===== src/hw/rtl/billboard_corner_generator_top_macros.svh =====
// ----------------------------------------------------------------------------
// Billboard corner generator assertion macros
// Concurrent assertion wrappers, empty when SYNTHESIS is defined.
// ----------------------------------------------------------------------------
`ifndef BILLBOARD_CORNER_GENERATOR_TOP_MACROS_SVH
`define BILLBOARD_CORNER_GENERATOR_TOP_MACROS_SVH
`ifndef SYNTHESIS
// Check a property on every rising clock edge outside reset.
`define BCG_ASSERT(lbl, clk, rstn, prop) \
	lbl: assert property (@(posedge clk) disable iff (!rstn) (prop)) \
		else $error("bcg assertion failed");
// Check that the consequent holds in the cycle after the antecedent.
`define BCG_ASSERT_NEXT(lbl, clk, rstn, ante, cons) \
	lbl: assert property (@(posedge clk) disable iff (!rstn) (ante) |=> (cons)) \
		else $error("bcg assertion failed");
`else
`define BCG_ASSERT(lbl, clk, rstn, prop)
`define BCG_ASSERT_NEXT(lbl, clk, rstn, ante, cons)
`endif
`endif


===== src/hw/rtl/bcg_pkg.sv =====
// ----------------------------------------------------------------------------
// Billboard corner generator package
// Widths, stage positions and cell payload types shared by the RTL files.
// ----------------------------------------------------------------------------
`default_nettype none
package bcg_pkg;

	localparam int MAG_W      = 16;
	localparam int LANES      = 5;
	localparam int ROOT_W     = 24;
	localparam int RAD_W      = 2 * ROOT_W;
	localparam int SQREM_W    = ROOT_W + 2;
	localparam int DREM_W     = ROOT_W;
	localparam int SQRT_CELLS = ROOT_W;
	localparam int DIV_CELLS  = 15;
	localparam int QUO_W      = DIV_CELLS;

	// stage numbers, stage 1 is the input register
	localparam int STG_VEC    = 6;
	localparam int STG_SQRT0  = 9;
	localparam int STG_DPREP  = STG_SQRT0 + SQRT_CELLS;
	localparam int STG_CLAMP  = STG_DPREP + DIV_CELLS + 1;
	localparam int PIPE_DEPTH = STG_CLAMP + 1;
	localparam int VEC_DEPTH  = STG_CLAMP - STG_VEC;

	localparam logic [14:0] ONE_Q14 = 15'd16384;

	typedef struct packed {
		logic             neg;
		logic [MAG_W-1:0] mag;
	} sm_t;

	typedef sm_t [LANES-1:0] vec_t;

	typedef struct packed {
		logic [SQREM_W-1:0] rem;
		logic [ROOT_W-1:0]  root;
		logic [RAD_W-1:0]   rad;
	} sqrt_cell_t;

	typedef struct packed {
		logic [DREM_W-1:0] rem;
		logic [QUO_W-1:0]  num;
		logic [QUO_W-1:0]  quo;
		logic [ROOT_W-1:0] dvs;
		logic              sat;
		logic              zero;
	} div_cell_t;

endpackage
`default_nettype wire


===== src/hw/rtl/bcg_sqrt_cell.sv =====
// ----------------------------------------------------------------------------
// Square root cell
// One root bit per cell of a digit-by-digit integer square root.
// ----------------------------------------------------------------------------
`default_nettype none
module bcg_sqrt_cell (
	input  logic                clk,
	input  logic                en,
	input  bcg_pkg::sqrt_cell_t d_in,
	output bcg_pkg::sqrt_cell_t d_out
);
	import bcg_pkg::*;

	logic [SQREM_W-1:0] r2;
	logic [SQREM_W-1:0] trial;
	logic               ge;

	// bring down the next two radicand bits
	assign r2    = {d_in.rem[SQREM_W-3:0], d_in.rad[RAD_W-1 -: 2]};
	assign trial = {d_in.root, 2'b01};
	assign ge    = r2 >= trial;

	always_ff @(posedge clk) begin
		if (en) begin
			d_out.rem  <= ge ? (r2 - trial) : r2;
			d_out.root <= {d_in.root[ROOT_W-2:0], ge};
			d_out.rad  <= {d_in.rad[RAD_W-3:0], 2'b00};
		end
	end
endmodule
`default_nettype wire


===== config.mk =====
export PLATFORM = sky130hd
export DESIGN_NAME = bcg_sqrt_cell
export DESIGN_NICKNAME = d
export VERILOG_FILES = /design/src/hw/rtl/billboard_corner_generator_top_macros.svh /design/src/hw/rtl/bcg_pkg.sv /design/src/hw/rtl/bcg_sqrt_cell.sv
export SDC_FILE = /design/constraint.sdc
export NUM_CORES = 1
export LEC_CHECK = 0
export BUFFER_PORTS_ARGS = -buffer_cell sky130_fd_sc_hd__buf_2
export CORE_MARGIN = 10
export CORE_UTILIZATION = 30
export CTS_CLUSTER_DIAMETER = 60
export CTS_CLUSTER_SIZE = 12
export DETAILED_ROUTE_END_ITERATION = 16
export PLACE_DENSITY_LB_ADDON = 0.12
export REMOVE_ABC_BUFFERS = 1
export SLEW_MARGIN = 20
export SYNTH_ARGS = -nofsm -noshare
export SYNTH_HDL_FRONTEND = slang
export SYNTH_SLANG_ARGS = --single-unit

===== constraint.sdc =====
create_clock -name clk -period 3.5 [get_ports clk]
set_input_delay 0 -clock clk [delete_from_list [all_inputs] [get_ports clk]]
set_output_delay 0 -clock clk [all_outputs]
set_load 0.005 [all_outputs]

== After elaboration in Yosys (flattened, before gate mapping) ==
Cells that the tools add are included.
Cells by class
  $add $sub $neg: 1
  magnitude comparators: 1
  mux-type cells: 1
Operator list (count)
  $ge A26 B26 Y1: 1
  $mux W26: 1
  $sub A26 B26 Y26: 1
Storage, ports and cells
  register bits after elaboration: 96
  input bits: 100
  word-level logic and storage cells: 6

== Longest topological paths before layout ==
  word-level depth: 2
  mapped depth: 12
  depth with buffers taken out: 10

== Least setup slack after synthesis ==
No wires, ideal clock.
  path type: in2reg
  start point: input d_in[58] in the netlist's numbering
  end point: register d_out[96] in the netlist's numbering, data pin
  arrival: 2.243 ns
  data required time: 3.240 ns
  slack: 0.998 ns
  stages: 11
  buffers on the path: 2
  cell sequence: inv_1 -> ha_1 -> buf_2 -> nand4_1 -> nor4_2 -> o311ai_1 -> a31oi_1 -> o2111ai_1 -> a31oi_4 -> buf_6 -> mux2_2
Between the ends
  longest elaborated chain between the ends: 2
RTL lines
  start, declared: line bcg_sqrt_cell.sv:9  | input bcg_pkg::sqrt_cell_t d_in,
  $sub A26 B26 Y26 / $ge A26 B26 Y1 (equally long branches): line bcg_sqrt_cell.sv:25, bcg_sqrt_cell.sv:21
  $mux W26 *: line bcg_sqrt_cell.sv:25  | d_out.rem <= ge ? (r2 - trial) : r2;
  end, declared: line bcg_sqrt_cell.sv:10  | output bcg_pkg::sqrt_cell_t d_out
Mark *: on every way between the ends. The rest lies on a longest branch, timed or not.
A chain may end at the register's enable or synchronous reset.

== Final worst setup path ==
  start point: input d_in[82] in the netlist's numbering
  end point: register d_out[76] in the netlist's numbering, data pin
Between the ends
  longest elaborated chain between the ends: 2
RTL lines
  $ge A26 B26 Y1: line bcg_sqrt_cell.sv:21  | assign ge = r2 >= trial;
  $mux W26: line bcg_sqrt_cell.sv:25
No other way between the ends.

==> impl_metrics.py <==
metrics = {
    "run_status": {
        "run_status": "finished, final reports clean",
    },
    "power_and_ir_drop": {
        "p_per_area_nw_per_um2": 442.4,
        "power.total_mw": 3.089,
        "irDropWorstVdd_mv": 0.2540,
        "p_seq_share_pct": 46.1,
        "leakage_nw": 3.074,
        "clkPwrFrac_pct": 33.0,
        "p_sw_mw": 0.8035,
        "internal_power_mw": 2.286,
        "sw_frac_of_total_pct": 26.01,
        "power_frac_comb_pct": 20.9,
    },
    "grt": {
        "grt_pass1_vias": 4092,
        "antenna_found_initial": 2,
        "track_usage_pct": 13.09,
        "gr-total-overflow": 0,
        "grt_pass1_wl_mm": 21.57,
        "grt_max_degree": 73,
    },
    "yosys": {
        "ys_types": 51,
        "ys_warn_count": 0,
        "synth_largest_area_cell": "edfxtp_1",
        "ys_async_sr_fraction_pct": 0,
        "synth_top_area_share_pct": 61.75,
        "syn_avg_cell_area_sq_um": 12.90,
        "synth_edf_count": 96,
        "synthTopCellsByArea": "edfxtp_1 (62%), ha_1 (7.0%), a21oi_1 (3.6%), inv_1 (2.9%), xnor2_1 (2.8%)",
        "syn_inst": 362,
        "synth_area_sq_um": 4668,
        "synth_seq_cells": 96,
        "ys_seq_area_share_pct": 61.75,
        "synthFlopType": "edfxtp_1",
    },
    "sta": {
        "fin_tns_setup_ns": 0,
        "fin_crit_sh_pct": 92.08,
        "slew_headroom_pct": 36.93,
        "final_max_slew_viol_count": 0,
        "tightest_slew_ns": 0.9460,
        "finalCriticalPeriod_ns": 3.223,
        "max_freq_mhz": 310.3,
        "hold_violations": 0,
        "rsz0062_at_grt": "no",
        "setup_viol": 0,
    },
    "cells_and_area": {
        "layout-drive-gt1-share_pct": 36.11,
        "top_regs": "d_out: 96 flops",
        "largest_reg_flops": 96,
        "syn2layout_area_growth_pct": 49.58,
        "stdcell_area_sq_um": 6983,
        "post-route-util_pct": 45.93,
        "fill_cells": 1427,
        "mostFrequentLayoutCell": "buf_2",
        "finalNetCount": 769,
        "top_register": "d_out",
        "final_cell_mix": "buf_2 (192), edfxtp_1 (96), dlygate4sd3_1 (84)",
    },
    "drt": {
        "routed_wirelength_mm": 14.09,
        "drt_iter0_drc": 128,
        "post_drt_via_cell_ratio": 4.547,
        "drtPass1Iterations": 4,
        "vias": 3806,
        "wl_per_cell_um": 16.83,
        "ant_nets": 0,
        "drc": 0,
    },
    "worst_setup_path": {
        "arrival_ns": 3.32,
        "critPathMaxFanout": 27,
        "cp_num_buf_inv": 3,
        "path_cells": "dlygate4sd3_1 -> buf_2 -> ha_1 -> nand4_1 -> nor4_2 -> o311ai_1 -> a31oi_1 -> o2111ai_1 -> a31oi_4 -> buf_4 -> mux2_2",
        "cp-startpoint": "d_in[82]",
        "cp-start-kind": "primary input",
        "worstSetupPathType": "primary input to flip-flop",
        "cp-end-kind": "flip-flop",
        "crit_slowest_cell": "dlygate4sd3_1",
        "crit_family": "buffers and inverters",
        "crit_required_ns": 3.60,
        "cp_slowest_stage_delay_ns": 0.54,
    },
    "run": {
        "max-cap-violations": 0,
    },
    "place": {
        "dpl.hpwl_mm": 10.51,
        "globalplace.congestion": 0.8078,
        "io_buffers": 193,
        "placed_cell_area_sq_um": 5834,
    },
    "floorplanning": {
        "die_y_um": 144.7,
        "die_w_um": 144.7,
        "ios": 198,
        "fp-row-count": 45,
        "core-area_sq_um": 15200,
        "dieArea_sq_um": 20950,
        "start_util_pct": 30.71,
    },
    "cts": {
        "clk_pin_slew_worst_paths_ns": 0.07,
        "cts_buffers": 9,
        "cts_tree": "yes",
        "cts_root_buf": "clkbuf_16",
        "clock_sinks": 96,
        "cts_htree_levels": 3,
        "cts_buffer_depth": 2,
    },
    "hold_path": {
        "holdPathStages": 3,
        "holdPathEnd": "d_out[80]$_DFFE_PP_",
        "hp-class": "primary input to flip-flop",
        "hp-start": "d_in[78]",
    },
}
layer usage:
metal  up-vias  GRT usage (%)  share of wire, %
met4         2          4.362               1.3
li1       1897              -                 -
met3        16          5.411                11
met1      1739          15.16                42
met2       152          21.45                45
met5         -              0             0.092
through the flow:
step | std cells | hold slack (ns) | worst slack [ns]
finish | 837 | 0.01217 | 0.2772
global route | 837 | 0.007851 | 0.07219
CTS | 836 | 0.003786 | 0.2301
detailed placement | 736 | 0.1789 | 0.4136
global placement | 736 | 0.1766 | 0.4552
floorplan | 350 | 0.09887 | 0.6759
cell usage after synthesis (all sizes together) (3+ instances only):
library cell  count
edfxtp           96
and3              3
xor2              6
nand3             7
nand2             7
inv              36
or2               4
clkbuf            5
nand4             5
ha               26
nor2b             4
mux2              7
nor2             29
a31oi            11
o21a              3
a211oi            3
a21o             12
buf               8
o21ai            10
a21oi            34
xnor2            15
area by class of cell:
class	instances	area, sq um	share of cell area, %
Clock buffer	9	225.2	3.225
Clock inverter	7	80.08	1.147
Multi-Input combinational cell	218	1575	22.56
Inverter	36	135.1	1.935
Timing Repair Buffer	282	1847	26.45
Sequential cell	96	2883	41.28
Antenna cell	1	2.502	0.03584
Tap cell	188	235.2	3.369
cells by family after synthesis:
logic type	Yosys count	synth area share, %
flip-flops	96	61.75
AO/OA/AOI/OAI	90	13.11
AND/OR/NAND/NOR	71	7.665
buffers and inverters	49	4.583
adder cells (fa/ha/maj)	26	6.969
XOR/XNOR	21	3.940
multiplexers	8	1.903
other	1	0.08033
worst max-delay path by stage:
stage | end | slack, ns | depth (start not counted)
floorplan | d_out[76]$_DFFE_PP_ | 0.68 | 9
global placement | d_out[92]$_DFFE_PP_ | 0.46 | 11
detailed placement | d_out[92]$_DFFE_PP_ | 0.41 | 11
CTS | d_out[76]$_DFFE_PP_ | 0.23 | 11
global route | d_out[95]$_DFFE_PP_ | 0.07 | 12
finish | d_out[76]$_DFFE_PP_ | 0.28 | 11
timing repair:
action | in CTS | in global routing
setup buffers | 0 | 0
hold endpoints to repair | 84 | 0
gates resized for setup | 0 | 0
hold buffers | 84 | 0
tightest hold or removal path, stage by stage:
cell and delay (ns):
buf_2 0.09, nor2_1 0.04, a21oi_1 0.10
power by group through the flow:
stage	Sequential [mW]	Combinational, mW	Clock, mW
final	1.42	0.646	1.02
after global routing	1.44	0.723	1.10
after CTS	1.43	0.657	1.06
after floorplan	1.47	0.281	0
after global placement	1.45	0.577	0
after detailed placement	1.45	0.578	0
Note: power is estimated with default switching activity, not from simulation.
