$ cat config.mk
export PLATFORM = sky130hd
export DESIGN_NAME = bcg_sin
export DESIGN_NICKNAME = d
export VERILOG_FILES = /design/src/hw/rtl/billboard_corner_generator_top_macros.svh /design/src/hw/rtl/bcg_pkg.sv /design/src/hw/rtl/bcg_sin.sv
export SDC_FILE = /design/constraint.sdc
export NUM_CORES = 2
export LEC_CHECK = 0
export BUFFER_PORTS_ARGS = -buffer_cell sky130_fd_sc_hd__buf_2
export CAP_MARGIN = 15
export CELL_PAD_IN_SITES_DETAIL_PLACEMENT = 1
export CELL_PAD_IN_SITES_GLOBAL_PLACEMENT = 1
export CORE_UTILIZATION = 53
export DETAILED_ROUTE_END_ITERATION = 8
export PLACE_DENSITY = 0.81
export SETUP_SLACK_MARGIN = 0.05
export SYNTH_ARGS = -nofsm -noshare
export SYNTH_HDL_FRONTEND = slang
export SYNTH_SLANG_ARGS = --single-unit
$ cat constraint.sdc
create_clock -name clk -period 12.1 [get_ports clk]
set_clock_uncertainty 0.2 [all_clocks]
set_input_delay 2.42 -clock clk [delete_from_list [all_inputs] [get_ports clk]]
set_output_delay 2.42 -clock clk [all_outputs]
set_load 0.01 [all_outputs]
$ cat src/hw/rtl/billboard_corner_generator_top_macros.svh
// ----------------------------------------------------------------------------
// Billboard corner generator assertion macros
// Concurrent assertion wrappers, empty when SYNTHESIS is defined.
// ----------------------------------------------------------------------------
`ifndef BILLBOARD_CORNER_GENERATOR_TOP_MACROS_SVH
`define BILLBOARD_CORNER_GENERATOR_TOP_MACROS_SVH
`ifndef SYNTHESIS
// Check a property on every rising clock edge outside reset.
`define BCG_ASSERT(lbl, clk, rstn, prop) \
	lbl: assert property (@(posedge clk) disable iff (!rstn) (prop)) \
		else $error("bcg assertion failed");
// Check that the consequent holds in the cycle after the antecedent.
`define BCG_ASSERT_NEXT(lbl, clk, rstn, ante, cons) \
	lbl: assert property (@(posedge clk) disable iff (!rstn) (ante) |=> (cons)) \
		else $error("bcg assertion failed");
`else
`define BCG_ASSERT(lbl, clk, rstn, prop)
`define BCG_ASSERT_NEXT(lbl, clk, rstn, ante, cons)
`endif
`endif

$ cat src/hw/rtl/bcg_pkg.sv
// ----------------------------------------------------------------------------
// Billboard corner generator package
// Widths, stage positions and cell payload types shared by the RTL files.
// ----------------------------------------------------------------------------
`default_nettype none
package bcg_pkg;

	localparam int MAG_W      = 16;
	localparam int LANES      = 5;
	localparam int ROOT_W     = 24;
	localparam int RAD_W      = 2 * ROOT_W;
	localparam int SQREM_W    = ROOT_W + 2;
	localparam int DREM_W     = ROOT_W;
	localparam int SQRT_CELLS = ROOT_W;
	localparam int DIV_CELLS  = 15;
	localparam int QUO_W      = DIV_CELLS;

	// stage numbers, stage 1 is the input register
	localparam int STG_VEC    = 6;
	localparam int STG_SQRT0  = 9;
	localparam int STG_DPREP  = STG_SQRT0 + SQRT_CELLS;
	localparam int STG_CLAMP  = STG_DPREP + DIV_CELLS + 1;
	localparam int PIPE_DEPTH = STG_CLAMP + 1;
	localparam int VEC_DEPTH  = STG_CLAMP - STG_VEC;

	localparam logic [14:0] ONE_Q14 = 15'd16384;

	typedef struct packed {
		logic             neg;
		logic [MAG_W-1:0] mag;
	} sm_t;

	typedef sm_t [LANES-1:0] vec_t;

	typedef struct packed {
		logic [SQREM_W-1:0] rem;
		logic [ROOT_W-1:0]  root;
		logic [RAD_W-1:0]   rad;
	} sqrt_cell_t;

	typedef struct packed {
		logic [DREM_W-1:0] rem;
		logic [QUO_W-1:0]  num;
		logic [QUO_W-1:0]  quo;
		logic [ROOT_W-1:0] dvs;
		logic              sat;
		logic              zero;
	} div_cell_t;

endpackage
`default_nettype wire

$ cat src/hw/rtl/bcg_sin.sv
// ----------------------------------------------------------------------------
// Sine lane
// Four-stage quarter-wave polynomial sine of a 16-bit binary angle, Q2.14.
// ----------------------------------------------------------------------------
`default_nettype none
module bcg_sin (
	input  logic         clk,
	input  logic         en,
	input  logic [15:0]  angle,
	output bcg_pkg::sm_t res
);
	import bcg_pkg::*;

	localparam logic [14:0] QTR   = 15'd16384;
	localparam logic [12:0] COEF_C = 13'd4640;
	localparam logic [15:0] COEF_B = 16'd42047;
	localparam logic [16:0] COEF_A = 17'd102944;

	logic [14:0] x;
	logic [29:0] xx;
	logic [14:0] x_s1, x2_s1, x2_s2, x_s2, x_s3;
	logic        neg_s1, neg_s2, neg_s3;
	logic [27:0] p2;
	logic [15:0] t2_s2;
	logic [30:0] p3;
	logic [16:0] t4_s3;
	logic [31:0] p4;
	logic [17:0] t5r;
	logic [15:0] t6;

	// odd quadrants run the quarter wave backwards
	assign x  = angle[14] ? 15'(QTR - {1'b0, angle[13:0]}) : {1'b0, angle[13:0]};
	assign xx = x * x;
	assign p2 = COEF_C * x2_s1;
	assign p3 = t2_s2 * x2_s2;
	assign p4 = t4_s3 * x_s3;
	assign t5r = p4[31:14] + 18'd2;
	assign t6  = t5r[17:2];

	always_ff @(posedge clk) begin
		if (en) begin
			x_s1   <= x;
			x2_s1  <= xx[28:14];
			neg_s1 <= angle[15];
			x_s2   <= x_s1;
			x2_s2  <= x2_s1;
			neg_s2 <= neg_s1;
			t2_s2  <= COEF_B - {2'b00, p2[27:14]};
			x_s3   <= x_s2;
			neg_s3 <= neg_s2;
			t4_s3  <= COEF_A - p3[30:14];
			res.neg <= neg_s3;
			res.mag <= (t6 > {1'b0, ONE_Q14}) ? {1'b0, ONE_Q14} : t6;
		end
	end
endmodule
`default_nettype wire

After elaboration in Yosys (flattened, before gate mapping)
Cells that the tools add are included.

storage, ports and cells
  bits in registers = 128
  bits of input ports = 18
  output and inout bits = 17
  logic and storage cells = 22

operators by class
  $add $sub $neg = 4
  multiply operators = 4
  magnitude comparators = 1
  mux-type cells = 1

operators with widths
  operator                                                                            number
  17-bit by 15-bit multiplier with 32-bit output                                      1
  16-bit by 15-bit multiplier with 31-bit output                                      1
  15-bit by 15-bit multiplier with 29-bit output                                      1
  8-bit by 15-bit multiplier with 23-bit output (first input constant)                1
  18-bit by 2-bit adder with 18-bit output (second input constant)                    1
  17-bit subtractor (first input constant)                                            1
  16-bit by 15-bit greater-than comparator with 1-bit output (second input constant)  1
  16-bit by 14-bit subtractor with 16-bit output (first input constant)               1
  15-bit two-way mux                                                                  1
  15-bit by 14-bit subtractor with 15-bit output (first input constant)               1

Depth between registers and ports, before layout
  word-level depth = 3
  mapped depth = 31
  gate-level depth less buffers = 30

Worst setup path before layout
Ideal clock, no wire load.

  kind = input -> register
  from = input port angle[0]
  to = register x2_s1[9] (data pin)
  library setup time = 0.258 ns
  arrival time = 9.636 ns
  required time = 11.642 ns
  path slack = 2.006 ns
  stages on the path = 31
  path buffers = 2
  path through = clkbuf_1 inv_1 ha_1 nand2b_1 or2_2 o31ai_1 xnor2_1 inv_1 clkbuf_1 nor2_1 fa_1 inv_1 fa_1 inv_1 fa_1 inv_1 fa_1 fa_1 inv_1 fa_1 ha_1 a21o_1 a2111oi_0 nor2_1 a221oi_1 o211ai_1 a31oi_1 o21ai_0 o21ai_0 nor2b_1 xnor2_1

on the way
  word-level cells in the longest chain between the ends = 3

ends and longest elaborated chain
  element                                         line           source
  start, declared                                 bcg_sin.sv:9   input logic [15:0] angle,
  15-bit by 14-bit subtractor with 15-bit output  bcg_sin.sv:32  assign x = angle[14] ? 15'(QTR - {1'b0, angle[13:0]}) : {1'b0, angle[13:0]};
  15-bit two-way mux                              bcg_sin.sv:32
  via x[8]                                        bcg_sin.sv:19  logic [14:0] x;
  15-bit by 15-bit multiplier with 29-bit output  bcg_sin.sv:33  assign xx = x * x;
  via xx[23]                                      bcg_sin.sv:20  logic [29:0] xx;
  end signal, assigned                            bcg_sin.sv:43  x2_s1 <= xx[28:14];
  end, declared                                   bcg_sin.sv:21  logic [14:0] x_s1, x2_s1, x2_s2, x_s2, x_s3;

The timed path passes the listed nets, and every way through them passes these cells.
A chain may end at the register's enable or synchronous reset.

Final worst setup path
  from = input port angle[0]
  to = register x2_s1[9] (data pin)

on the way
  word-level cells in the longest chain between the ends = 3

ends and longest elaborated chain
  element                                             line
  15-bit by 14-bit subtractor with 15-bit output      bcg_sin.sv:32
  15-bit two-way mux (*)                              bcg_sin.sv:32
  15-bit by 15-bit multiplier with 29-bit output (*)  bcg_sin.sv:33
  via xx[23]                                          bcg_sin.sv:20

Mark *: on every way through the listed nets, which the timed path passes. The rest lies on a longest branch.

==> impl_summary.log <==
[metrics] outcome: finished clean
[metrics] commonest non-fill, non-tap cell in the layout: inv_1
[metrics] Routed Wire Length: 71.6 mm
[metrics] number of buffers on the longest clock path: 2
[metrics] Congestion Overflow GR: 0
[metrics] share of the synthesized area in compound gates (AO/OA/AOI/OAI): 6.75%
[metrics] critical hold path startpoint: neg_s2
[metrics] transition at the pin with the smallest max-transition slack: 1.07 ns
[metrics] antenna violations before repair: 0
[metrics] count of antenna diodes in the layout: 0
[metrics] xor/xnor cell area share of the yosys netlist: 3.15%
[metrics] CP Max Fanout: 12
[metrics] Antenna Nets Post-Route: 0
[metrics] maximum level of the CTS H-tree: 4
[metrics] Cells after Synth: 2,931
[metrics] share of synthesized flip-flops with an asynchronous set or reset: 0%
[metrics] first-pass GRT wire length: 121 mm
[metrics] flip-flop and latch count after synthesis: 128
[metrics] Initial Util: 54.1%
[metrics] number of I/O port buffers: 34
[metrics] die outline height: 232 um
[metrics] post-cts gate resize count: 0
[metrics] startpoint class of the critical path: input port
[metrics] Final Wtd Congestion: 0.864
[metrics] total core area: 51,800 um^2
[metrics] number of enable flip-flop cells after synthesis: 128
[metrics] combinational family with the most area after synthesis: adder cells
[metrics] final critical path time including I/O delays and setup: 10.81 ns
[metrics] number of buffers inserted by post-CTS setup repair: 0
[metrics] Synth Area per Inst: 9.57 um^2
[metrics] ratio of final minimum period to clock period: 89.4%
[metrics] clock tree from TritonCTS: built
[metrics] 1st-pass router iterations: 6
[metrics] count of final hold-check violations: 0
[metrics] total half-perimeter wirelength after legalization and detailed placement: 59.8 mm
[metrics] data arrival time of the worst path: 10.84 ns
[metrics] Root Buffer: clkbuf_16
[metrics] number of hold buffers added after CTS: 0
[metrics] combined global-route utilization of all metal layers: 28.8%
[metrics] number of global-route vias before repair: 23,800
[metrics] Synth Area in Adders: 51.1%
[metrics] simple-gate area share of the yosys netlist: 15.3%
[metrics] Synth area leader: fa_1
[metrics] Inserted Clock Buffers: 17
[metrics] type of the worst setup path: input port to flip-flop
[metrics] die width: 232 um
[metrics] pin count of the biggest net entering global routing: 67
[metrics] Final Max Slew Viols: 0
[metrics] Seq/Total Area, Yosys: 13.7%
[metrics] number of distinct library cells after synthesis: 87
[metrics] via count: 20,200
[metrics] insertion delay of the later-clocked pin in the worst-skew pair: 0.48 ns
[metrics] Post-Synthesis Cell Area: 28,100 um^2
[metrics] leading register cell type out of synthesis: edfxtp_1
[metrics] net count of the finished layout: 3,768
[metrics] number of sinks handled by clock tree synthesis: 128
[metrics] DR iter-0 viols: 984
[metrics] unrepaired setup endpoints after global routing: false
[metrics] Fmax: 92.5 MHz
[metrics] area growth from synthesis to final layout: 4.64%
[metrics] share of the synthesized area in the top cell type: 36.7%
[metrics] Via-to-Cell Ratio: 5.61
[metrics] worst setup path startpoint: angle[0]
[metrics] synthesis warning total: 0
[metrics] Setup violations, final: 0
[metrics] Setup TNS Final: 0 ns
[metrics] critical path capture point type: flip-flop
[metrics] required time at the worst-slack endpoint: 12.13 ns
[metrics] share of layout cells above drive strength 1: 3.59%
[metrics] total of max-cap violations: 0
[metrics] post-CTS clock slew at the launch and capture registers of the worst setup and hold paths: 0.06 ns
[metrics] Min-Delay Path Class: flip-flop to flip-flop
[metrics] Reg2Reg Launch Point: x_s3[0]
[metrics] number of standard-cell rows in the floorplan: 83
[metrics] Area contributors post-synth: fa_1, ha_1, edfxtp_1, inv_1, and2_1
[metrics] commonest cells after routing, fill and taps aside: inv_1, fa_1, nand2_1, ha_1, and2_1
[metrics] I/O pins: 35
[metrics] Residual DRC: 0
[metrics] relative slew slack: 27.8%
[metrics] multiplexer share of the synthesized area: 0.272%
[metrics] full die area: 53,900 um^2
[metrics] WL/cell: 19.9 um
state kept, by name, indices dropped and copies added (netlist names):
register / cells
x2_s1: 15
t4_s3: 17
x_s1: 15
x_s2: 15
res: 17
neg_s1: 1
neg_s2: 1
x_s3: 15
t2_s2: 16
x2_s2: 15
neg_s3: 1
layer usage:
metal | vias to the layer above | track usage, % | share of wire, %
li1 | 9081 | - | -
met1 | 10600 | 33.9 | 40
met2 | 421 | 53.6 | 54
met3 | 152 | 3.79 | 3.3
met4 | 0 | 9.89 | 2.8
met5 | - | 0 | 0
worst max-delay path, cell delays in order:
cell      delay (ns)
buf_2           0.17
inv_1           0.24
ha_1            0.26
nand2b_1        0.10
or2_2           0.31
nor2_1          0.10
nand2_1         0.20
o31ai_1         0.31
xor2_1          0.81
nor2_1          0.21
fa_1            0.56
fa_1            0.57
fa_1            0.45
fa_1            0.56
fa_1            0.43
fa_1            0.46
ha_1            0.29
o21a_1          0.19
nor2_1          0.19
nor2_1          0.09
a221oi_1        0.33
buf_4           0.21
o211ai_1        0.23
a31oi_1         0.40
o21ai_0         0.20
o21ai_0         0.25
nor2b_1         0.21
xnor2_1         0.08
final cells by class:
class / instances / area [um^2]
fill: 5892 / 22500
tap: 680 / 851
multi-input combinational: 2089 / 21500
inverter: 635 / 2380
sequential: 128 / 3840
clock inverter: 12 / 95.1
timing repair buffer: 42 / 236
clock buffer: 20 / 437
path summary, 6_finish.rpt:
path	cells past startpoint	slack [ns]	to
worst max-delay path	28	1.29	x2_s1[9]
worst min-delay path	0	0.22	neg_s3
worst max register to register	28	3.39	res[12]
worst min register to register	0	0.22	neg_s3
synthesized netlist by cell type, types with 7 or more instances:
library cell	number
a21o_1	23
clkbuf_1	81
o211ai_1	11
nand2_1	354
nor2_1	119
a21oi_1	73
and3_1	14
and2_1	253
fa_1	515
o21ai_0	36
edfxtp_1	128
and4_1	7
a211oi_1	16
ha_1	322
nand3_1	19
o31ai_1	8
nor2b_1	11
xor2_1	36
inv_1	632
a2111oi_0	8
xnor2_1	63
o21a_1	11
nand4_1	12
nand2b_1	13
nor3_1	22
metrics by stage:
step	hold slack (ns)	cells	cell area (um^2)	worst slack [ns]	utilization (%)
floorplan	0.200	2940	28100	2.01	-
global placement	0.200	3574	28800	1.40	55.6
detailed placement	0.206	3574	28800	0.896	55.6
CTS	0.220	3606	29400	1.35	56.7
global route	0.225	3606	29400	0.816	56.7
finish	0.218	3606	29400	1.29	56.7
cells by family (layout without fill, tap and decap cells):
family | after synthesis | after routing
adder cells (fa/ha/maj) | 837 | 837
multiplexers | 7 | 7
other | 2 | 11
flip-flops | 128 | 128
XOR/XNOR | 100 | 100
buffers and inverters | 723 | 709
AO/OA/AOI/OAI | 268 | 268
AND/OR/NAND/NOR | 866 | 866
Power is not shown: default switching activity piles up to over one toggle a cycle in this logic, so the estimate is an artifact.
