$ cat src/hw/rtl/billboard_corner_generator_top_macros.svh
// ----------------------------------------------------------------------------
// Billboard corner generator assertion macros
// Concurrent assertion wrappers, empty when SYNTHESIS is defined.
// ----------------------------------------------------------------------------
`ifndef BILLBOARD_CORNER_GENERATOR_TOP_MACROS_SVH
`define BILLBOARD_CORNER_GENERATOR_TOP_MACROS_SVH
`ifndef SYNTHESIS
// Check a property on every rising clock edge outside reset.
`define BCG_ASSERT(lbl, clk, rstn, prop) \
	lbl: assert property (@(posedge clk) disable iff (!rstn) (prop)) \
		else $error("bcg assertion failed");
// Check that the consequent holds in the cycle after the antecedent.
`define BCG_ASSERT_NEXT(lbl, clk, rstn, ante, cons) \
	lbl: assert property (@(posedge clk) disable iff (!rstn) (ante) |=> (cons)) \
		else $error("bcg assertion failed");
`else
`define BCG_ASSERT(lbl, clk, rstn, prop)
`define BCG_ASSERT_NEXT(lbl, clk, rstn, ante, cons)
`endif
`endif

$ cat src/hw/rtl/bcg_pkg.sv
// ----------------------------------------------------------------------------
// Billboard corner generator package
// Widths, stage positions and cell payload types shared by the RTL files.
// ----------------------------------------------------------------------------
`default_nettype none
package bcg_pkg;

	localparam int MAG_W      = 16;
	localparam int LANES      = 5;
	localparam int ROOT_W     = 24;
	localparam int RAD_W      = 2 * ROOT_W;
	localparam int SQREM_W    = ROOT_W + 2;
	localparam int DREM_W     = ROOT_W;
	localparam int SQRT_CELLS = ROOT_W;
	localparam int DIV_CELLS  = 15;
	localparam int QUO_W      = DIV_CELLS;

	// stage numbers, stage 1 is the input register
	localparam int STG_VEC    = 6;
	localparam int STG_SQRT0  = 9;
	localparam int STG_DPREP  = STG_SQRT0 + SQRT_CELLS;
	localparam int STG_CLAMP  = STG_DPREP + DIV_CELLS + 1;
	localparam int PIPE_DEPTH = STG_CLAMP + 1;
	localparam int VEC_DEPTH  = STG_CLAMP - STG_VEC;

	localparam logic [14:0] ONE_Q14 = 15'd16384;

	typedef struct packed {
		logic             neg;
		logic [MAG_W-1:0] mag;
	} sm_t;

	typedef sm_t [LANES-1:0] vec_t;

	typedef struct packed {
		logic [SQREM_W-1:0] rem;
		logic [ROOT_W-1:0]  root;
		logic [RAD_W-1:0]   rad;
	} sqrt_cell_t;

	typedef struct packed {
		logic [DREM_W-1:0] rem;
		logic [QUO_W-1:0]  num;
		logic [QUO_W-1:0]  quo;
		logic [ROOT_W-1:0] dvs;
		logic              sat;
		logic              zero;
	} div_cell_t;

endpackage
`default_nettype wire

$ cat src/hw/rtl/bcg_div_cell.sv
// ----------------------------------------------------------------------------
// Divider cell
// One quotient bit per cell of a restoring division.
// ----------------------------------------------------------------------------
`default_nettype none
module bcg_div_cell (
	input  logic               clk,
	input  logic               en,
	input  bcg_pkg::div_cell_t d_in,
	output bcg_pkg::div_cell_t d_out
);
	import bcg_pkg::*;

	logic [DREM_W:0] r2;
	logic [DREM_W:0] diff;
	logic            ge;

	assign r2   = {d_in.rem, d_in.num[QUO_W-1]};
	assign diff = r2 - {1'b0, d_in.dvs};
	assign ge   = r2 >= {1'b0, d_in.dvs};

	always_ff @(posedge clk) begin
		if (en) begin
			d_out.rem  <= ge ? diff[DREM_W-1:0] : r2[DREM_W-1:0];
			d_out.num  <= {d_in.num[QUO_W-2:0], 1'b0};
			d_out.quo  <= {d_in.quo[QUO_W-2:0], ge};
			d_out.dvs  <= d_in.dvs;
			d_out.sat  <= d_in.sat;
			d_out.zero <= d_in.zero;
		end
	end
endmodule
`default_nettype wire

$ cat config.mk
export PLATFORM = sky130hd
export DESIGN_NAME = bcg_div_cell
export DESIGN_NICKNAME = d
export VERILOG_FILES = /design/src/hw/rtl/billboard_corner_generator_top_macros.svh /design/src/hw/rtl/bcg_pkg.sv /design/src/hw/rtl/bcg_div_cell.sv
export SDC_FILE = /design/constraint.sdc
export NUM_CORES = 1
export LEC_CHECK = 0
export BUFFER_PORTS_ARGS = -buffer_cell sky130_fd_sc_hd__buf_4
export CAP_MARGIN = 0
export CELL_PAD_IN_SITES_DETAIL_PLACEMENT = 1
export CELL_PAD_IN_SITES_GLOBAL_PLACEMENT = 2
export CORE_UTILIZATION = 31
export DETAILED_ROUTE_END_ITERATION = 7
export PLACE_DENSITY_LB_ADDON = 0.05
export SLEW_MARGIN = 20
export SYNTH_ARGS = -nofsm -noshare
export SYNTH_HDL_FRONTEND = slang
export SYNTH_SLANG_ARGS = --single-unit
export TNS_END_PERCENT = 30
$ cat constraint.sdc
create_clock -name clk -period 3.1 [get_ports clk]
set_clock_uncertainty 0.1 [all_clocks]
set_input_delay 0.155 -clock clk [delete_from_list [all_inputs] [get_ports clk]]
set_output_delay 0.155 -clock clk [all_outputs]
set_load 0.005 [all_outputs]
## Word-level counts from Yosys, hierarchy flattened

Index checks and enable logic that the tools add are counted.

- Input port bits: 82
- Word-level logic and storage cells: 9
- Output and inout bits: 80
- Register bits after elaboration: 79

- Add/sub/neg operators: 1
- Magnitude comparators: 1
- Mux-type cells: 1

Operators by type and width:

| kind | number |
|---|---|
| >= comparator 25 x 24 -> 1 bit | 1 |
| two-way mux 24 bit | 1 |
| subtractor 24 bit | 1 |

## Depth between registers and ports, before layout

Gate-level depths: netlist of the first run.

- Depth in word-level cells: 2
- Mapped depth: 11
- Depth with buffers taken out: 9

## Worst setup path after synthesis of the first run

No wires, ideal clock.

- Path type: input to register
- Start point: in d_in[11] (netlist bit)
- End point: reg d_out[66] (netlist bit), data pin
- Buffers on the path: 2
- Data arrival time: 2,072 ps
- Library setup time: 260 ps
- Cell stages on the path: 11
- Setup slack: 668 ps
- Required time: 2,740 ps
- Path through: inv_1 ha_1 buf_6 and4_4 and3_4 a311oi_2 a21bo_2 nor2_8 inv_6 buf_12 mux2_4

- Longest elaborated chain between the ends: 2
- Elaborated cells on any way between the ends: 3
- Those cells by class: add/sub (1); order compare (1); mux (1)

RTL lines:

| element | line | source |
|---|---|---|
| start: declaration | bcg_div_cell.sv:9 | `input bcg_pkg::div_cell_t d_in,` |
| >= comparator 25 x 24 -> 1 bit | bcg_div_cell.sv:20 | `assign ge = r2 >= {1'b0, d_in.dvs};` |
| net ge | bcg_div_cell.sv:16 | `logic ge;` |
| two-way mux 24 bit | bcg_div_cell.sv:24 | `d_out.rem <= ge ? diff[DREM_W-1:0] : r2[DREM_W-1:0];` |
| end: declaration | bcg_div_cell.sv:10 | `output bcg_pkg::div_cell_t d_out` |

The timed path passes the listed nets, and every way through them passes these cells.
A chain may end at the register's enable or synchronous reset.

## Worst setup path after layout of the first run

- Start point: in d_in[5] (netlist bit)
- End point: reg d_out[65] (netlist bit), data pin

- Longest elaborated chain between the ends: 2
- Elaborated cells on any way between the ends: 3
- Those cells by class: add/sub (1); order compare (1); mux (1)

RTL lines:

| element | line |
|---|---|
| subtractor 24 bit or >= comparator 25 x 24 -> 1 bit (tied branches) | bcg_div_cell.sv:19, bcg_div_cell.sv:20 |
| two-way mux 24 bit * | bcg_div_cell.sv:24 |

Every way passes the cells marked *; elsewhere a longest branch is shown, timed or not.

==> flow_summary.json, run 1 <==
{
  "status": "complete, no violations",
  "final_nets": 686,
  "grt_pass1_vias": 3836,
  "max_freq_mhz": 342,
  "vias": 3701,
  "hpwl_microns": 9330,
  "grt_pass1_wl_microns": 19900,
  "yosysUniqueCellTypes": 62,
  "crit_chain": "dlygate4sd3_1 > buf_4 > inv_1 > ha_1 > nand3_1 > o21bai_4 > a2111oi_4 > o311a_4 > nor2_8 > inv_6 > mux2_2",
  "worst_pin_slew_ns": 1.01,
  "seq_area_frac_synth_pct": 54.2,
  "placed_cell_area_sq_um": 5740,
  "switchingPower_uw": 805,
  "route.detailed.drc": 0,
  "cts_buffers": 9,
  "hold_path_depth": 3,
  "root_buffer": "clkbuf_16",
  "power.share.clock_pct": 33.0,
  "num_rows": 43,
  "slew_headroom_pct": 32.6,
  "cts_max_path_buffers": 2,
  "ys_ff_latch": 79,
  "start_util_pct": 31.6,
  "drt_iter0_drc": 200,
  "finalHoldViolations": 0,
  "coreArea_sq_um": 13800,
  "cts_sinks": 79,
  "io_buffers": 159,
  "peakVddDrop_v": 0.000307,
  "slowest_stage": "dlygate4sd3_1",
  "min_period_ns": 2.92,
  "path_class": "in -> reg",
  "path_max_fanout": 15,
  "grt_max_degree": 80,
  "sequentialPowerShare_pct": 42.6,
  "reg_top3": "d_out (79)",
  "synthArstFlopShare_pct": 0,
  "cts_tree": "done",
  "first_pass_iters": 6,
  "wirelength_microns": 12600,
  "hold_class": "in -> reg",
  "multi_input_area_sq_um": 1780,
  "synth-main-ff-cell": "edfxtp_1",
  "grt_antenna_before_repair": 0,
  "finalPower_uw": 3150,
  "drv_slew": 0,
  "syn-cell-area_sq_um": 4370,
  "gp_congestion": 0.786,
  "p_sw_share_pct": 25.6,
  "period_share_pct": 94.2,
  "fillers": 1480,
  "yosys_warnings": 0,
  "syn_inst": 360,
  "drive_above_1_share_pct": 36.8,
  "cp_data_arrival_time_ns": 2.91,
  "post_drt_wl_per_cell_microns": 16.6,
  "worstSetupEndpointType": "register",
  "cap_violations": 0,
  "combPwrFrac_pct": 24.3,
  "ff_latch_area_sq_um": 2370,
  "synth_nets": 467,
  "die_w_microns": 121,
  "synth.avg_cell_area_sq_um": 12.1,
  "start_kind": "primary input",
  "power_leakage_uw": 0.00278,
  "power_density_nw_per_um2": 475,
  "design.die.area_sq_um": 14600,
  "antenna_cells": 0,
  "post-route-cell-area_sq_um": 6620,
  "pre_cts_ws_ns": 0.213,
  "clk_pin_slew_ns": 0.06,
  "synth_edf_count": 79,
  "regMostFlops": "d_out",
  "grt.total_usage_pct": 17.9,
  "cpPeakStageDelay_ns": 0.53,
  "ant_nets": 0,
  "setup_viol": 0,
  "cts_htree_levels": 3,
  "overflow": 0,
  "largest_reg_flops": 79,
  "internal_power_uw": 2340,
  "cp.required_ns": 3.09,
  "io_pins": 162,
  "area_growth_pct": 51.4,
  "setup_ws_ns": 0.179,
  "viasPerCell": 4.84,
  "die_h_microns": 121
}
==> cell type report <==
class	instances	area share, %
clock inverters	6	0.926
repair buffers	224	27.4
multi-input cells	231	26.9
inverters	34	2.00
flip-flops and latches	79	35.8
well taps	180	3.40
clock buffers	10	3.46
==> worst max-delay path: cells and delay by family <==
kind	cells	cell delay [ns]
adders and majority gates	1	0.40
buffers and inverters	4	0.82
and+or+nand+nor	2	0.21
muxes	1	0.35
AOI/OAI and AO/OA	3	0.95
==> kinds of logic after synthesis <==
logic type                 share of synthesized area, %
buffers and inverters                              5.52
xor gates and xnor gates                           2.20
and+or+nand+nor                                    11.0
DFF                                                54.2
adders and majority gates                          7.32
other                                            0.0858
AOI/OAI and AO/OA                                  16.6
muxes                                              3.00
==> cell usage after synthesis, drive strengths merged, types with 2 or more instances <==
master | n | area share, %
o21a | 9 | 1.5
and4 | 2 | 0.46
o21ai | 15 | 1.7
or2 | 2 | 0.29
a21boi | 4 | 0.69
nand2 | 16 | 1.4
o2111ai | 3 | 0.60
nor2b | 4 | 0.57
nor3 | 13 | 1.5
a31oi | 3 | 0.77
nand4 | 7 | 1.0
clkbuf | 6 | 0.51
ha | 24 | 6.9
o31ai | 7 | 1.2
o31a | 4 | 0.80
buf | 10 | 2.0
and2 | 2 | 0.29
o211ai | 3 | 0.51
mux2 | 10 | 3.0
a2111oi | 3 | 1.2
o221ai | 4 | 0.80
nor3b | 2 | 0.34
o211a | 2 | 0.46
inv | 34 | 3.0
nand3 | 16 | 1.8
a21oi | 24 | 2.7
and3 | 7 | 1.1
o21bai | 2 | 0.60
nor2 | 11 | 1.3
a211oi | 3 | 0.51
xor2 | 3 | 0.60
edfxtp | 79 | 54
xnor2 | 8 | 1.6
or3 | 4 | 0.57
==> placed cells by master, fill, tap and decap left out, drive strengths merged, types with 3 or more instances in the layout <==
master and instances:
mux2 10, nand4 7, o211ai 3, nor3 13, o21ai 15, buf 170
nor2 11, a21oi 24, a211oi 3, a21boi 4, ha 24, dlygate4sd3 54
xor2 3, a2111oi 3, inv 34, nand3 16, o221ai 4, or3 4
clkinvlp 3, clkbuf 10, o2111ai 3, o31a 4, nor2b 4, edfxtp 79
a31oi 3, nand2 16, o21a 9, o31ai 7, and3 7, xnor2 8
==> through the flow <==
step	setup TNS, ns	std cells	hold WS (ns)	util (%)
after floorplan	0	360	0.154	-
after global placement	0	691	0.233	41.5
after detailed placement	0	691	0.235	41.5
after CTS	0	761	0.0154	47.5
after global routing	-0.00678	764	0.0213	47.9
final	0	764	0.0245	47.9
==> worst paths after layout <==
| path | startpoint | end | slack [ns] |
|---|---|---|---|
| max | d_in[5] | d_out[65] | 0.18 |
| min | d_in[60] | d_out[61] | 0.02 |
==> power groups by stage <==
stage	combinational [uW]	sequential [uW]	clock (uW)
after floorplan	340	1370	0
after global routing	849	1350	1100
after detailed placement	707	1360	0
after CTS	767	1340	1080
after global placement	701	1360	0
final	766	1340	1040
==> layer usage <==
metal	GRT usage [%]	vias up	share of wire (%)	wire length, microns
met4	6.25	0	1.0	131
met2	30.0	116	48	6040
li1	-	1814	-	-
met1	22.7	1764	45	5740
met3	3.54	7	5.8	739
met5	0	-	0	0
==> what timing repair did <==
item | in CTS | in global routing
setup endpoints to repair | 0 | 12
gates resized for setup | 0 | 6
endpoints found under the hold margin | 54 | 0
hold buffers | 54 | 0
setup buffers | 0 | 3
Note: power is estimated with default switching activity, not from simulation.
==> run 2: changes to the inputs <==
Settings changed: BUFFER_PORTS_ARGS -buffer_cell sky130_fd_sc_hd__buf_4 to -buffer_cell sky130_fd_sc_hd__clkbuf_2.
==> flow_summary.json, run 2 (same netlist as run 1, synthesis figures left out) <==
{
  "clk_pin_slew_ns": 0.06,
  "drv_slew": 0,
  "max_freq_mhz": 335,
  "route.detailed.drc": 0,
  "final_nets": 683,
  "largest_reg_flops": 79,
  "worstSetupEndpointType": "register",
  "status": "complete, no violations",
  "path_class": "in -> reg",
  "hold_class": "in -> reg",
  "antenna_cells": 0,
  "cts_max_path_buffers": 2,
  "wirelength_microns": 12500,
  "pre_cts_ws_ns": 0.250,
  "start_util_pct": 31.6,
  "post-route-cell-area_sq_um": 6200,
  "grt.total_usage_pct": 17.8,
  "setup_tns_ns": 0,
  "power_leakage_uw": 0.00267,
  "cts_sinks": 79,
  "grt_pass1_wl_microns": 19900,
  "cts_htree_levels": 3,
  "post_drt_wl_per_cell_microns": 16.5,
  "io_buffers": 159,
  "drive_above_1_share_pct": 36.8,
  "die_h_microns": 121,
  "power_density_nw_per_um2": 495,
  "first_pass_iters": 4,
  "finalHoldViolations": 0,
  "drt_iter0_drc": 249,
  "grt_antenna_before_repair": 0,
  "die_w_microns": 121,
  "slowest_stage": "dlygate4sd3_1",
  "period_share_pct": 96.2,
  "dp_cells": 691,
  "worst_pin_slew_ns": 1.02,
  "vias": 3716,
  "fin_cells": 761,
  "area_growth_pct": 41.9,
  "coreArea_sq_um": 13800,
  "setup_viol": 0,
  "holdWs_ns": 0.0399,
  "grt_max_degree": 80,
  "crit_chain": "dlygate4sd3_1 > clkbuf_2 > inv_1 > ha_1 > and4_4 > and3_4 > a311oi_2 > a21bo_2 > nor2_8 > inv_6 > mux2_4",
  "placed_cell_area_sq_um": 5350,
  "root_buffer": "clkbuf_16",
  "peakVddDrop_v": 0.000221,
  "cts_tree": "done",
  "cts_buffers": 9,
  "cp_data_arrival_time_ns": 2.97,
  "rsz0062_at_grt": "no",
  "hpwl_microns": 9140,
  "cp.required_ns": 3.09,
  "reg_top3": "d_out (79)",
  "regMostFlops": "d_out",
  "viasPerCell": 4.88,
  "cpPeakStageDelay_ns": 0.52,
  "gp_congestion": 0.818,
  "cap_violations": 0,
  "layout_commonest_cell": "clkbuf_2",
  "setup_ws_ns": 0.117,
  "io_pins": 162,
  "design.die.area_sq_um": 14600,
  "slew_headroom_pct": 32.2,
  "start_kind": "primary input",
  "grt_pass1_vias": 3796,
  "path_max_fanout": 15,
  "post_cts_buffers": 0,
  "layout_common_cells": "clkbuf_2 (158), edfxtp_1 (79), dlygate4sd3_1 (54)",
  "num_rows": 43,
  "overflow": 0,
  "ant_nets": 0,
  "min_period_ns": 2.98
}
run 2: changes by cell type in the layout (fill, tap and decap cells not counted), moves of 2 or more:
cell and change:
clkinvlp_4 -2, clkbuf_2 +158, ha_1 -2, buf_4 -161, ha_2 +2
run 2: repair_timing:
item,in CTS,in global routing
hold buffers,54,0
gates resized for setup,0,8
hold endpoints to repair,54,0
endpoints found under the setup margin,0,11
run 2: routing by layer:
layer	global-route usage, %	vias up	share of wire [%]
li1	-	1816	-
met1	23.8	1775	48
met2	28.4	113	45
met3	4.29	12	5.4
met4	5.32	0	1.0
met5	0	-	0
run 2: path summary, 6_finish.rpt:
| path | start | end | slack, ns | cells after the start |
|---|---|---|---|---|
| worst min-delay path | d_in[71] | d_out[72] | 0.04 | 2 |
| worst max-delay path | d_in[10] | d_out[69] | 0.12 | 11 |
run 2: final cells by class:
class	count	area, sq um
clock buffer	9	225
inverter	34	133
fill	1546	7620
sequential	79	2370
tap	180	225
clock inverter	7	63.8
timing repair buffer	221	1400
multi-input combinational	231	1790
run 2: power by group:
group          internal [uW]  switching, uW  total, uW  leakage, uW
clock                    616            433       1050     0.000140
combinational            329            353        682      0.00176
sequential              1310           28.5       1340     0.000773
total                   2260            815       3070      0.00267
run 2: worst max-delay path, delay by kind of cell:
kind / cells / cell delay, ns
compound gates: 2 / 0.56
mux: 1 / 0.32
buf+inv: 4 / 0.80
simple gates: 3 / 0.70
fa+ha+maj: 1 / 0.42
run 2: stage by stage:
step / util (%) / total power, uW
floorplan: - / 1710
global placement: 38.7 / 1980
detailed placement: 38.7 / 1990
CTS: 44.7 / 3120
global route: 44.9 / 3230
finish: 44.9 / 3070
